[src/hdl/dual_half_graphic_lcd_controller_macros.svh]
// Assertion macros shared by the LCD controller modules.
`ifndef DUAL_HALF_GRAPHIC_LCD_CONTROLLER_MACROS_SVH
`define DUAL_HALF_GRAPHIC_LCD_CONTROLLER_MACROS_SVH

// Checked on every rising edge outside reset.
`define DHGLC_ASSERT(label, prop, msg) \
  label: assert property (@(posedge clk_i) disable iff (!rst_ni) (prop)) else $error(msg);

// Checked on every rising edge, reset included.
`define DHGLC_ASSERT_ALWAYS(label, prop, msg) \
  label: assert property (@(posedge clk_i) (prop)) else $error(msg);

`endif

[src/hdl/dhglc_pkg.sv]
// Types, constants and sizes of the dual-half graphic LCD controller.
package dhglc_pkg;

  // Panel geometry
  localparam int unsigned PAGES     = 8;
  localparam int unsigned COLUMNS   = 64;
  localparam int unsigned HALVES    = 2;
  localparam int unsigned RAM_DEPTH = PAGES * COLUMNS;
  localparam int unsigned RAM_AW    = $clog2(RAM_DEPTH);
  localparam int unsigned PAGE_AW   = $clog2(PAGES);
  localparam int unsigned COL_AW    = $clog2(COLUMNS);

  // Register widths fixed by the controller's instruction set
  localparam int unsigned PAGE_W = 3;
  localparam int unsigned COL_W  = 6;
  localparam int unsigned LINE_W = 6;

  // Instruction codes and masks
  localparam logic [7:0] INSTR_OFF       = 8'h3E;
  localparam logic [7:0] INSTR_ON        = 8'h3F;
  localparam logic [7:0] INSTR_COL_MASK  = 8'hC0;
  localparam logic [7:0] INSTR_COL       = 8'h40;
  localparam logic [7:0] INSTR_PAGE_MASK = 8'hF8;
  localparam logic [7:0] INSTR_PAGE      = 8'hB8;
  localparam logic [7:0] INSTR_LINE_MASK = 8'hC0;
  localparam logic [7:0] INSTR_LINE      = 8'hC0;

  // Status byte: only the display-off flag is ever set
  localparam logic [7:0] STATUS_OFF = 8'h20;

  typedef enum logic [1:0] {
    KIND_INSTR   = 2'd0,
    KIND_DATA_WR = 2'd1,
    KIND_STATUS  = 2'd2,
    KIND_DATA_RD = 2'd3
  } kind_e;

  typedef enum logic [1:0] {
    CS_BOTH  = 2'd0,
    CS_LEFT  = 2'd1,
    CS_RIGHT = 2'd2,
    CS_NONE  = 2'd3
  } cs_e;

  typedef enum logic [1:0] {
    ST_CLEAR,
    ST_IDLE,
    ST_LATCH
  } state_e;

  // Controller to datapath
  typedef struct packed {
    logic              clr_en;
    logic [RAM_AW-1:0] clr_addr;
    logic              acc_en;
    logic              latch_ld;
  } ctrl_cmd_t;

  // Datapath to controller
  typedef struct packed {
    logic dread_sel;
  } dp_status_t;

endpackage

[src/hdl/dhglc_ctrl.sv]
// Controller: RAM clearing sweep, request acceptance and result register valid.
`include "dual_half_graphic_lcd_controller_macros.svh"

module dhglc_ctrl (
  input  logic                   clk_i,
  input  logic                   rst_ni,
  input  logic                   in_valid_i,
  output logic                   in_ready_o,
  output logic                   out_valid_o,
  input  logic                   out_ready_i,
  input  dhglc_pkg::dp_status_t  status_i,
  output dhglc_pkg::ctrl_cmd_t   cmd_o
);
  import dhglc_pkg::*;

  state_e            state_q, state_d;
  logic [RAM_AW-1:0] clr_addr_q, clr_addr_d;
  logic              out_valid_q, out_valid_d;
  logic              acc;

  // State, sweep counter and result valid
  always_ff @(posedge clk_i or negedge rst_ni) begin
    if (!rst_ni) begin
      state_q     <= ST_CLEAR;
      clr_addr_q  <= '0;
      out_valid_q <= 1'b0;
    end else begin
      state_q     <= state_d;
      clr_addr_q  <= clr_addr_d;
      out_valid_q <= out_valid_d;
    end
  end

  // Next state and commands
  always_comb begin
    state_d        = state_q;
    clr_addr_d     = clr_addr_q;
    in_ready_o     = 1'b0;
    cmd_o          = '0;
    cmd_o.clr_addr = clr_addr_q;
    case (state_q)
      ST_CLEAR: begin
        cmd_o.clr_en = 1'b1;
        clr_addr_d   = clr_addr_q + 1'b1;
        if (clr_addr_q == RAM_AW'(RAM_DEPTH - 1)) begin
          state_d = ST_IDLE;
        end
      end
      ST_IDLE: begin
        // a new request may enter while the held result is being taken
        in_ready_o = !out_valid_q || out_ready_i;
      end
      ST_LATCH: begin
        cmd_o.latch_ld = 1'b1;
        state_d        = ST_IDLE;
      end
      default: begin
        state_d = ST_IDLE;
      end
    endcase

    acc          = in_valid_i && in_ready_o;
    cmd_o.acc_en = acc;
    if (acc && status_i.dread_sel) begin
      state_d = ST_LATCH;
    end

    if (acc) begin
      out_valid_d = 1'b1;
    end else begin
      out_valid_d = out_valid_q && !out_ready_i;
    end
  end

  assign out_valid_o = out_valid_q;

  `DHGLC_ASSERT(a_no_accept_in_clear, (state_q == ST_CLEAR) |-> !in_ready_o, "request accepted during RAM clear")
  `DHGLC_ASSERT(a_dread_to_latch, (acc && status_i.dread_sel) |=> (state_q == ST_LATCH), "data read not followed by latch load")
  `DHGLC_ASSERT(a_clear_done, (state_q == ST_CLEAR && clr_addr_q == RAM_AW'(RAM_DEPTH - 1)) |=> (state_q == ST_IDLE), "clear sweep did not finish")
  `DHGLC_ASSERT_ALWAYS(a_clear_excl, !(cmd_o.clr_en && cmd_o.acc_en), "clear write collides with request")

endmodule

[config.mk]
export PLATFORM = sky130hd
export DESIGN_NAME = dhglc_ctrl
export DESIGN_NICKNAME = d
export VERILOG_FILES = /design/src/hdl/dhglc_pkg.sv /design/src/hdl/dhglc_ctrl.sv
export VERILOG_INCLUDE_DIRS = /design/src /design/src/hdl
export SDC_FILE = /design/constraint.sdc
export NUM_CORES = 1
export LEC_CHECK = 0
export BUFFER_PORTS_ARGS = -buffer_cell sky130_fd_sc_hd__buf_2
export CAP_MARGIN = 20
export CORE_AREA = 2 2 39 41
export CTS_CLUSTER_DIAMETER = 40
export CTS_CLUSTER_SIZE = 28
export DETAILED_ROUTE_END_ITERATION = 6
export DIE_AREA = 0 0 41 43
export PLACE_DENSITY = 0.65
export REMOVE_ABC_BUFFERS = 1
export SYNTH_ARGS = -nofsm -noshare
export SYNTH_HDL_FRONTEND = slang
export SYNTH_SLANG_ARGS = --single-unit
[constraint.sdc]
create_clock -name clk_i -period 1.9 [get_ports clk_i]
set_input_delay 0.095 -clock clk_i [delete_from_list [all_inputs] [get_ports clk_i]]
set_output_delay 0.095 -clock clk_i [all_outputs]
set_load 0.005 [all_outputs]
==> results of run 1 <==
-- report_power, final --
part           switching, uW  total [uW]  internal, uW
Combinational            162         361           199
Clock                   71.1         144          73.0
Sequential               108         455           347
-- state kept, by name, indices dropped and copies added, names as in the netlist --
signal       flops
out_valid_o      1
clr_addr_q       9
state_q          2
-- metal layers --
layer	GRT usage, %	vias to the layer above	wire length [um]
met4	12.00	0	19
met1	15.88	181	441
met5	0	-	0
li1	-	199	-
met3	1.571	2	28
met2	16.88	8	418
-- final cells by class --
class / count / area [um^2] / area share, %
Tap cell: 16 / 20.02 / 2.925
Sequential cell: 12 / 300.3 / 43.88
Clock buffer: 3 / 22.52 / 3.291
Timing Repair Buffer: 19 / 100.1 / 14.63
Multi-Input combinational cell: 31 / 241.5 / 35.28
-- through the flow --
step | cells | setup slack [ns] | hold slack (ns) | utilization, %
after floorplan | 43 | 0.5138 | -0.2006 | -
after global placement | 77 | 0.5105 | -0.01821 | 47.11
after detailed placement | 77 | 0.4890 | -0.01664 | 47.11
after CTS | 81 | 0.4742 | 0.01119 | 49.46
after global routing | 81 | 0.3962 | 0.03043 | 49.46
final | 81 | 0.4801 | 0.01397 | 49.46
-- how the worst max path moves through the flow --
stage / from / end / slack [ns] / cells past startpoint
global placement: clr_addr_q[0] / clr_addr_q[8] / 0.51 / 5
floorplan: clr_addr_q[0] / clr_addr_q[8] / 0.51 / 5
detailed placement: clr_addr_q[0] / clr_addr_q[8] / 0.49 / 5
CTS: clr_addr_q[0] / clr_addr_q[8] / 0.47 / 5
finish: clr_addr_q[0] / clr_addr_q[8] / 0.48 / 5
global route: clr_addr_q[0] / clr_addr_q[8] / 0.40 / 5
-- cell usage in the layout (no fill, tap or decap) --
cell type,n
clkbuf_4,3
nand2_1,2
and3_1,2
xor2_1,2
nor2b_1,1
and4b_1,1
nand2b_1,1
nand4_1,4
and2_1,1
and3b_1,1
and3b_2,1
nand3_1,1
ha_1,2
nor3_1,1
nor2_4,1
buf_2,18
a21bo_2,1
mux2_2,2
xnor2_1,5
dfrtp_1,12
nor2_1,1
dlygate4sd3_1,1
a21oi_1,1
-- critical path, cell delays in order (launching register included) --
cell,delay (ns)
dfrtp_1,0.41
ha_1,0.25
nand3_1,0.09
nor2_1,0.04
ha_1,0.26
mux2_2,0.26
-- cells by family (layout without fill, tap and decap cells) --
| group | count (synthesis) | in the layout | synth area share [%] |
|---|---|---|---|
| and+or+nand+nor | 18 | 18 | 21.41 |
| AOI/OAI and AO/OA | 2 | 2 | 2.733 |
| buffers and inverters | 1 | 22 | 1.367 |
| muxes | 2 | 2 | 4.100 |
| xor gates and xnor gates | 7 | 7 | 11.16 |
| DFF | 12 | 12 | 54.67 |
| adders and majority gates | 2 | 2 | 4.555 |
-- repair_timing --
action / 4_1_cts / 5_1_grt
hold endpoints to repair: 12 / 0
hold buffers: 1 / 0
gates resized for setup: 0 / 0
==> flow_metrics.env, run 1 <==
export IMPL_route_detailed_wl_per_inst_um=11.21
export IMPL_post_cts_buffers=0
export IMPL_vias=390
export IMPL_async_flop_share_pct=100.0
export IMPL_viasPerCell=4.815
export IMPL_yosysSeqAreaShare_pct=54.67
export IMPL_ios=19
export IMPL_numCtsBuffers=3
export IMPL_synth_commonest_cells="12 x dfrtp_1, 5 x xnor2_1, 4 x nand4_1"
export IMPL_reg2reg_slack_ns=0.48
export IMPL_cts_root_buf="clkbuf_4"
export IMPL_die_area_mm2=0.001763
export IMPL_slew_headroom_pct=82.35
export IMPL_area_growth_pct=24.60
export IMPL_port_buffers=18
export IMPL_netlist_area_um2=549.3
export IMPL_antenna_found_initial=0
export IMPL_fin_tns_setup_ns=0
export IMPL_fmax_ghz=0.7043
export IMPL_ys_seq_elements=12
export IMPL_synth_enable_flop_cells=0
export IMPL_cts_tree="done"
export IMPL_remaining_drc_errors=0
export IMPL_synth_top_cells_by_area="dfrtp_1 55%, xnor2_1 8.0%, ha_1 4.6%, nand4_1 4.6%, mux2_2 4.1%"
export IMPL_drt_wl_total_um=908
export IMPL_netlist_area_leader_share_pct=54.67
export IMPL_hp_class="in -> reg"
export IMPL_leakage_uw=0.0003590
export IMPL_drive_gt1_share_pct=40.00
export IMPL_rr_startpoint="clr_addr_q[0]"
export IMPL_num_rows=14
export IMPL_outcome="complete, no violations"
export IMPL_nets=74
export IMPL_cts_reportedPaths_clkPinSlew_ns=0.06
export IMPL_grt_pass1_wl_mm=1.428
export IMPL_startpoint_type="register"
export IMPL_worstSetupPathType="reg -> reg"
export IMPL_yosysMostFrequentCell="dfrtp_1"
export IMPL_grt_usage_pct=12.44
export IMPL_synthCells=44
export IMPL_die_height_um=43
export IMPL_p_total_uw=959.9
export IMPL_final_area_um2=684.4
export IMPL_min_period_ns=1.420
export IMPL_worst_path_max_fanout=4
export IMPL_grt_max_degree=13
export IMPL_r2r_cells=5
export IMPL_fill_cells=146
export IMPL_hold_path_depth=2
export IMPL_syn_avg_cell_area_um2=12.48
export IMPL_final_antenna_net_count=0
export IMPL_worstSetupEndpointType="register"
export IMPL_dp_hpwl_um=687.3
export IMPL_clk_latency_ns=0.26
export IMPL_yosysWarnings=0
export IMPL_htree_levels=1
export IMPL_cts_sinks=12
export IMPL_initial_core_util_pct=39.69
export IMPL_cts_max_path_buffers=2
export IMPL_ir_drop_mv=0.6393
export IMPL_hold_start="status_i"
export IMPL_p_per_area_mw_per_mm2=1403
export IMPL_drt_pass1_iter_count=3
export IMPL_ys_flop_type="dfrtp_1"
export IMPL_gp_congestion=0.7555
export IMPL_overflow=0
export IMPL_cap_violations=0
export IMPL_setup_viol=0
export IMPL_hold_viol=0
export IMPL_timing_final_crit_share_pct=74.73
export IMPL_tightest_slew_ns=0.2648
export IMPL_fin_skew_ns=0.0002928
export IMPL_arrival_ns=1.57
export IMPL_place_area_um2=651.9
export IMPL_drv_slew=0
export IMPL_core_area_mm2=0.001384
export IMPL_rsz0062_at_grt="no"
export IMPL_synth_cell_types=21
export IMPL_r2r_end="clr_addr_q[8]"
export IMPL_dieWidth_um=41
export IMPL_yosysTopAreaCell="dfrtp_1"
export IMPL_hold_end="state_q[0]"
export IMPL_antenna_cells=0
export IMPL_grt_pass1_vias=353
export IMPL_drtIter0Drc=3
export IMPL_required_ns=2.05
Power figures use the tool's default switching activity.
==> inputs of run 2 (changes only) <==
- CORE_AREA: 2 2 39 41 -> unset
- CORE_MARGIN: unset -> 2
- CORE_UTILIZATION: unset -> 41
- DIE_AREA: 0 0 41 43 -> unset
- PLACE_DENSITY: 0.65 -> 0.67
- clock period: 1.9 -> 1.3 ns (I/O delays scaled with it)
==> flow_metrics.env, run 2 (synthesis results as in run 1) <==
export IMPL_outcome="finished, violations left"
export IMPL_violations="negative setup slack"
export IMPL_grt_usage_pct=16.72
export IMPL_clk_latency_ns=0.28
export IMPL_nets=84
export IMPL_dpl_worst_slack_ns=-0.03774
export IMPL_dieWidth_um=40.60
export IMPL_fmax_ghz=0.7491
export IMPL_vias=440
export IMPL_cts_max_path_buffers=2
export IMPL_cts_reportedPaths_clkPinSlew_ns=0.08
export IMPL_gp_congestion=0.6835
export IMPL_final_common_cell="buf_2"
export IMPL_cts_sinks=12
export IMPL_ios=19
export IMPL_rsz0062_at_grt="yes"
export IMPL_setup_viol=1
export IMPL_drv_slew=0
export IMPL_path_cells="ha_2 -> nand3_2 -> nor2_2 -> ha_1 -> mux2_4"
export IMPL_max_stage_delay_ns=0.39
export IMPL_leakage_uw=0.0004160
export IMPL_r2r_cells=5
export IMPL_cts_tree="done"
export IMPL_arrival_ns=1.50
export IMPL_initial_core_util_pct=43.29
export IMPL_port_buffers=18
export IMPL_critPathSlowestCell="dfrtp_1"
export IMPL_top_register="clr_addr_q"
export IMPL_remaining_drc_errors=0
export IMPL_numCtsBuffers=3
export IMPL_drive_gt1_share_pct=51.32
export IMPL_min_period_ns=1.335
export IMPL_timing_final_crit_share_pct=102.7
export IMPL_final_area_um2=788.3
export IMPL_hp_class="in -> reg"
export IMPL_post_route_worst_setup_slack_ns=-0.03489
export IMPL_worstSetupPathType="reg -> reg"
export IMPL_final_cell_mix="18 x buf_2, 12 x dfrtp_1, 9 x buf_4"
export IMPL_p_per_area_mw_per_mm2=2143
export IMPL_final_antenna_net_count=0
export IMPL_htree_levels=1
export IMPL_largest_reg_flops=9
export IMPL_antenna_cells=0
export IMPL_antenna_found_initial=0
export IMPL_place_area_um2=710.7
export IMPL_grt_pass1_vias=414
export IMPL_crit_buf_inv=0
export IMPL_required_ns=1.46
export IMPL_cts_root_buf="clkbuf_4"
export IMPL_area_growth_pct=43.51
export IMPL_drt_wl_total_mm=1.114
export IMPL_worstSetupEndpointType="register"
export IMPL_startpoint_type="register"
export IMPL_overflow=0
export IMPL_worst_path_max_fanout=2
export IMPL_critPathTopFamily="adder cells"
export IMPL_drtIter0Drc=7
export IMPL_grt_max_degree=13
export IMPL_ir_drop_mv=0.9800
export IMPL_num_rows=13
export IMPL_fin_skew_ns=0.003801
export IMPL_grt_pass1_wl_mm=1.773
export IMPL_drt_pass1_iter_count=3
export IMPL_die_area_mm2=0.001648
export IMPL_slew_headroom_pct=81.58
export IMPL_hold_viol=0
export IMPL_route_detailed_wl_per_inst_um=12.24
export IMPL_die_height_um=40.60
export IMPL_tightest_slew_ns=0.2763
export IMPL_core_area_mm2=0.001269
export IMPL_viasPerCell=4.835
export IMPL_cap_violations=0
export IMPL_fin_tns_setup_ns=-0.03489
export IMPL_crit_cells=5
export IMPL_hold_path_depth=2
export IMPL_dp_hpwl_um=808.1
==> run 2: power breakdown <==
| group | total, uW | switching (uW) | internal [uW] | leakage [uW] |
|---|---|---|---|---|
| combinational | 782 | 338 | 444 | 0.000243 |
| clock | 296 | 126 | 170 | 0.0000210 |
| sequential | 611 | 105 | 506 | 0.000152 |
| total | 1690 | 568 | 1120 | 0.000416 |
==> run 2: what timing repair did <==
action | in CTS | in global routing
pin swaps | 1 | 1
resized for setup | 2 | 2
hold endpoints to repair | 13 | 0
hold buffers | 2 | 0
gates cloned | 0 | 0
setup buffers | 0 | 1
setup endpoints to repair | 1 | 1
==> run 2: metrics by stage <==
step	cells	hold slack [ns]	utilization (%)	total power, uW
floorplan	43	-0.2306	-	970.5
global placement	84	-0.04501	56.02	1335
detailed placement	84	-0.03684	56.02	1360
CTS	90	0.02949	61.05	1675
global route	91	0.01494	62.13	1835
finish	91	0.02530	62.13	1689
==> run 2: layout make-up <==
class / count / area [um^2]
Clock buffer: 4 / 36.28
Fill cell: 107 / 480.5
Multi-Input combinational cell: 31 / 255.2
Sequential cell: 12 / 300.3
Tap cell: 15 / 18.77
Timing Repair Buffer: 29 / 177.7
==> run 2: per-layer routing <==
| layer | up-vias | track usage [%] | share of wire (%) |
|---|---|---|---|
| li1 | 217 | - | - |
| met1 | 205 | 21.99 | 47 |
| met5 | - | 0 | 0 |
| met2 | 16 | 26.19 | 44 |
| met4 | 0 | 7.500 | 1.7 |
| met3 | 2 | 3.333 | 7.0 |
==> run 2: worst paths after layout <==
kind,from,endpoint,slack [ns]
setup / recovery,clr_addr_q[0],clr_addr_q[8],-0.03
hold / removal,in_valid_i,out_valid_o,0.03
setup reg to reg,clr_addr_q[0],clr_addr_q[8],-0.03
hold reg to reg,clr_addr_q[7],clr_addr_q[7],0.52
max in group asynchronous,rst_ni,clr_addr_q[2],0.90
min in group asynchronous,rst_ni,clr_addr_q[6],0.19
==> inputs of run 3 (changes only) <==
- SKIP_CTS_REPAIR_TIMING: unset -> 1
==> flow_metrics.env, run 3 (synthesis results as in run 1) <==
export IMPL_arrival_ns=1.52
export IMPL_tightest_slew_ns=0.2751
export IMPL_required_ns=1.46
export IMPL_fmax_ghz=0.7324
export IMPL_drive_gt1_share_pct=50.67
export IMPL_drt_pass1_iter_count=3
export IMPL_cts_tree="done"
export IMPL_worstSetupPathType="reg -> reg"
export IMPL_worstSetupEndpointType="register"
export IMPL_grt_max_degree=13
export IMPL_final_area_um2=780.7
export IMPL_p_total_uw=1667
export IMPL_cts_max_path_buffers=2
export IMPL_antenna_found_initial=0
export IMPL_cts_reportedPaths_clkPinSlew_ns=0.08
export IMPL_top_register="clr_addr_q"
export IMPL_worst_path_max_fanout=2
export IMPL_slew_headroom_pct=81.66
export IMPL_route_detailed_wl_per_inst_um=12.22
export IMPL_num_rows=13
export IMPL_cts_sinks=12
export IMPL_multi_input_area_um2=255.2
export IMPL_final_cell_mix="18 x buf_2, 12 x dfrtp_1, 8 x buf_4"
export IMPL_met1_usage_pct=20.62
export IMPL_whs_ns=0.02779
export IMPL_cts_root_buf="clkbuf_4"
export IMPL_rsz0062_at_grt="yes"
export IMPL_numCtsBuffers=3
export IMPL_nets=83
export IMPL_fin_tns_setup_ns=-0.06529
export IMPL_met2_usage_pct=25.40
export IMPL_startpoint_type="register"
export IMPL_drt_wl_total_mm=1.100
export IMPL_min_period_ns=1.365
export IMPL_hold_path_depth=2
export IMPL_post_route_worst_setup_slack_ns=-0.06529
export IMPL_drtIter0Drc=2
export IMPL_vias=445
export IMPL_outcome="finished, violations left"
export IMPL_antenna_cells=0
export IMPL_reg2reg_slack_ns=-0.07
export IMPL_violations="negative setup slack"
export IMPL_fill_cells=108
export IMPL_htree_levels=1
export IMPL_ir_drop_mv=0.9763
export IMPL_place_area_um2=710.7
export IMPL_leakage_uw=0.0004109
export IMPL_final_antenna_net_count=0
export IMPL_viasPerCell=4.944
export IMPL_grt_met3_usage_pct=3.333
export IMPL_gp_congestion=0.6835
export IMPL_r2r_cells=5
export IMPL_global_route_peak_usage_layer="met2"
export IMPL_dieWidth_um=40.60
export IMPL_hold_viol=0
export IMPL_area_growth_pct=42.14
export IMPL_initial_core_util_pct=43.29
export IMPL_die_area_mm2=0.001648
export IMPL_remaining_drc_errors=0
export IMPL_timing_final_crit_share_pct=105.0
export IMPL_dp_hpwl_um=808.1
export IMPL_fin_skew_ns=0.005748
export IMPL_final_util_pct=61.54
export IMPL_largest_reg_flops=9
export IMPL_die_height_um=40.60
export IMPL_hp_class="in -> reg"
export IMPL_final_common_cell="buf_2"
export IMPL_drv_slew=0
export IMPL_ff_latch_area_um2=300.3
export IMPL_grt_pass1_vias=405
export IMPL_cap_violations=0
export IMPL_ios=19
export IMPL_grt_pass1_wl_mm=1.697
export IMPL_setup_viol=1
export IMPL_clk_latency_ns=0.27
export IMPL_overflow=0
export IMPL_core_area_mm2=0.001269
export IMPL_p_per_area_mw_per_mm2=2136
export IMPL_port_buffers=18
export IMPL_grt_usage_pct=16.03
## run 3: changes by cell type in the layout (fill, tap and decap cells not counted)
cell,before,now
buf_4,9,8
## run 3: metrics by stage
| step | worst slack, ns | instances |
|---|---|---|
| after floorplan | -0.08620 | 43 |
| after global placement | -0.01571 | 84 |
| after detailed placement | -0.03774 | 84 |
| after CTS | -0.05150 | 88 |
| after global routing | -0.1345 | 90 |
| final | -0.06529 | 90 |
## run 3: power by group
part           switching (uW)  internal, uW
Clock                     124           170
Combinational             334           427
Sequential                106           506
Total                     564          1100
## run 3: area by class of cell
cell class              instances  share of cell area [%]
multi-input cells              31                   32.69
flip-flops and latches         12                   38.46
well taps                      15                   2.404
repair buffers                 28                   21.79
clock buffers                   4                   4.647
## run 3: per-layer routing
layer | part of all wire (%) | wire (um)
met3 | 6.3 | 69
met4 | 1.7 | 19
met5 | 0 | 0
met2 | 45 | 500
met1 | 46 | 510
## run 3: path summary, 6_finish.rpt
kind                                from       endpoint
max                        clr_addr_q[1]  clr_addr_q[8]
min in group asynchronous         rst_ni  clr_addr_q[6]
min reg2reg                clr_addr_q[7]  clr_addr_q[7]
max reg2reg                clr_addr_q[1]  clr_addr_q[8]
max in group asynchronous         rst_ni  clr_addr_q[2]
min                           in_valid_i    out_valid_o
## run 3: worst max-delay path, stage by stage, from the launching register on
cell     delay, ns
dfrtp_1       0.37
ha_2          0.20
nand3_2       0.09
nor2_2        0.11
ha_1          0.23
mux2_4        0.25
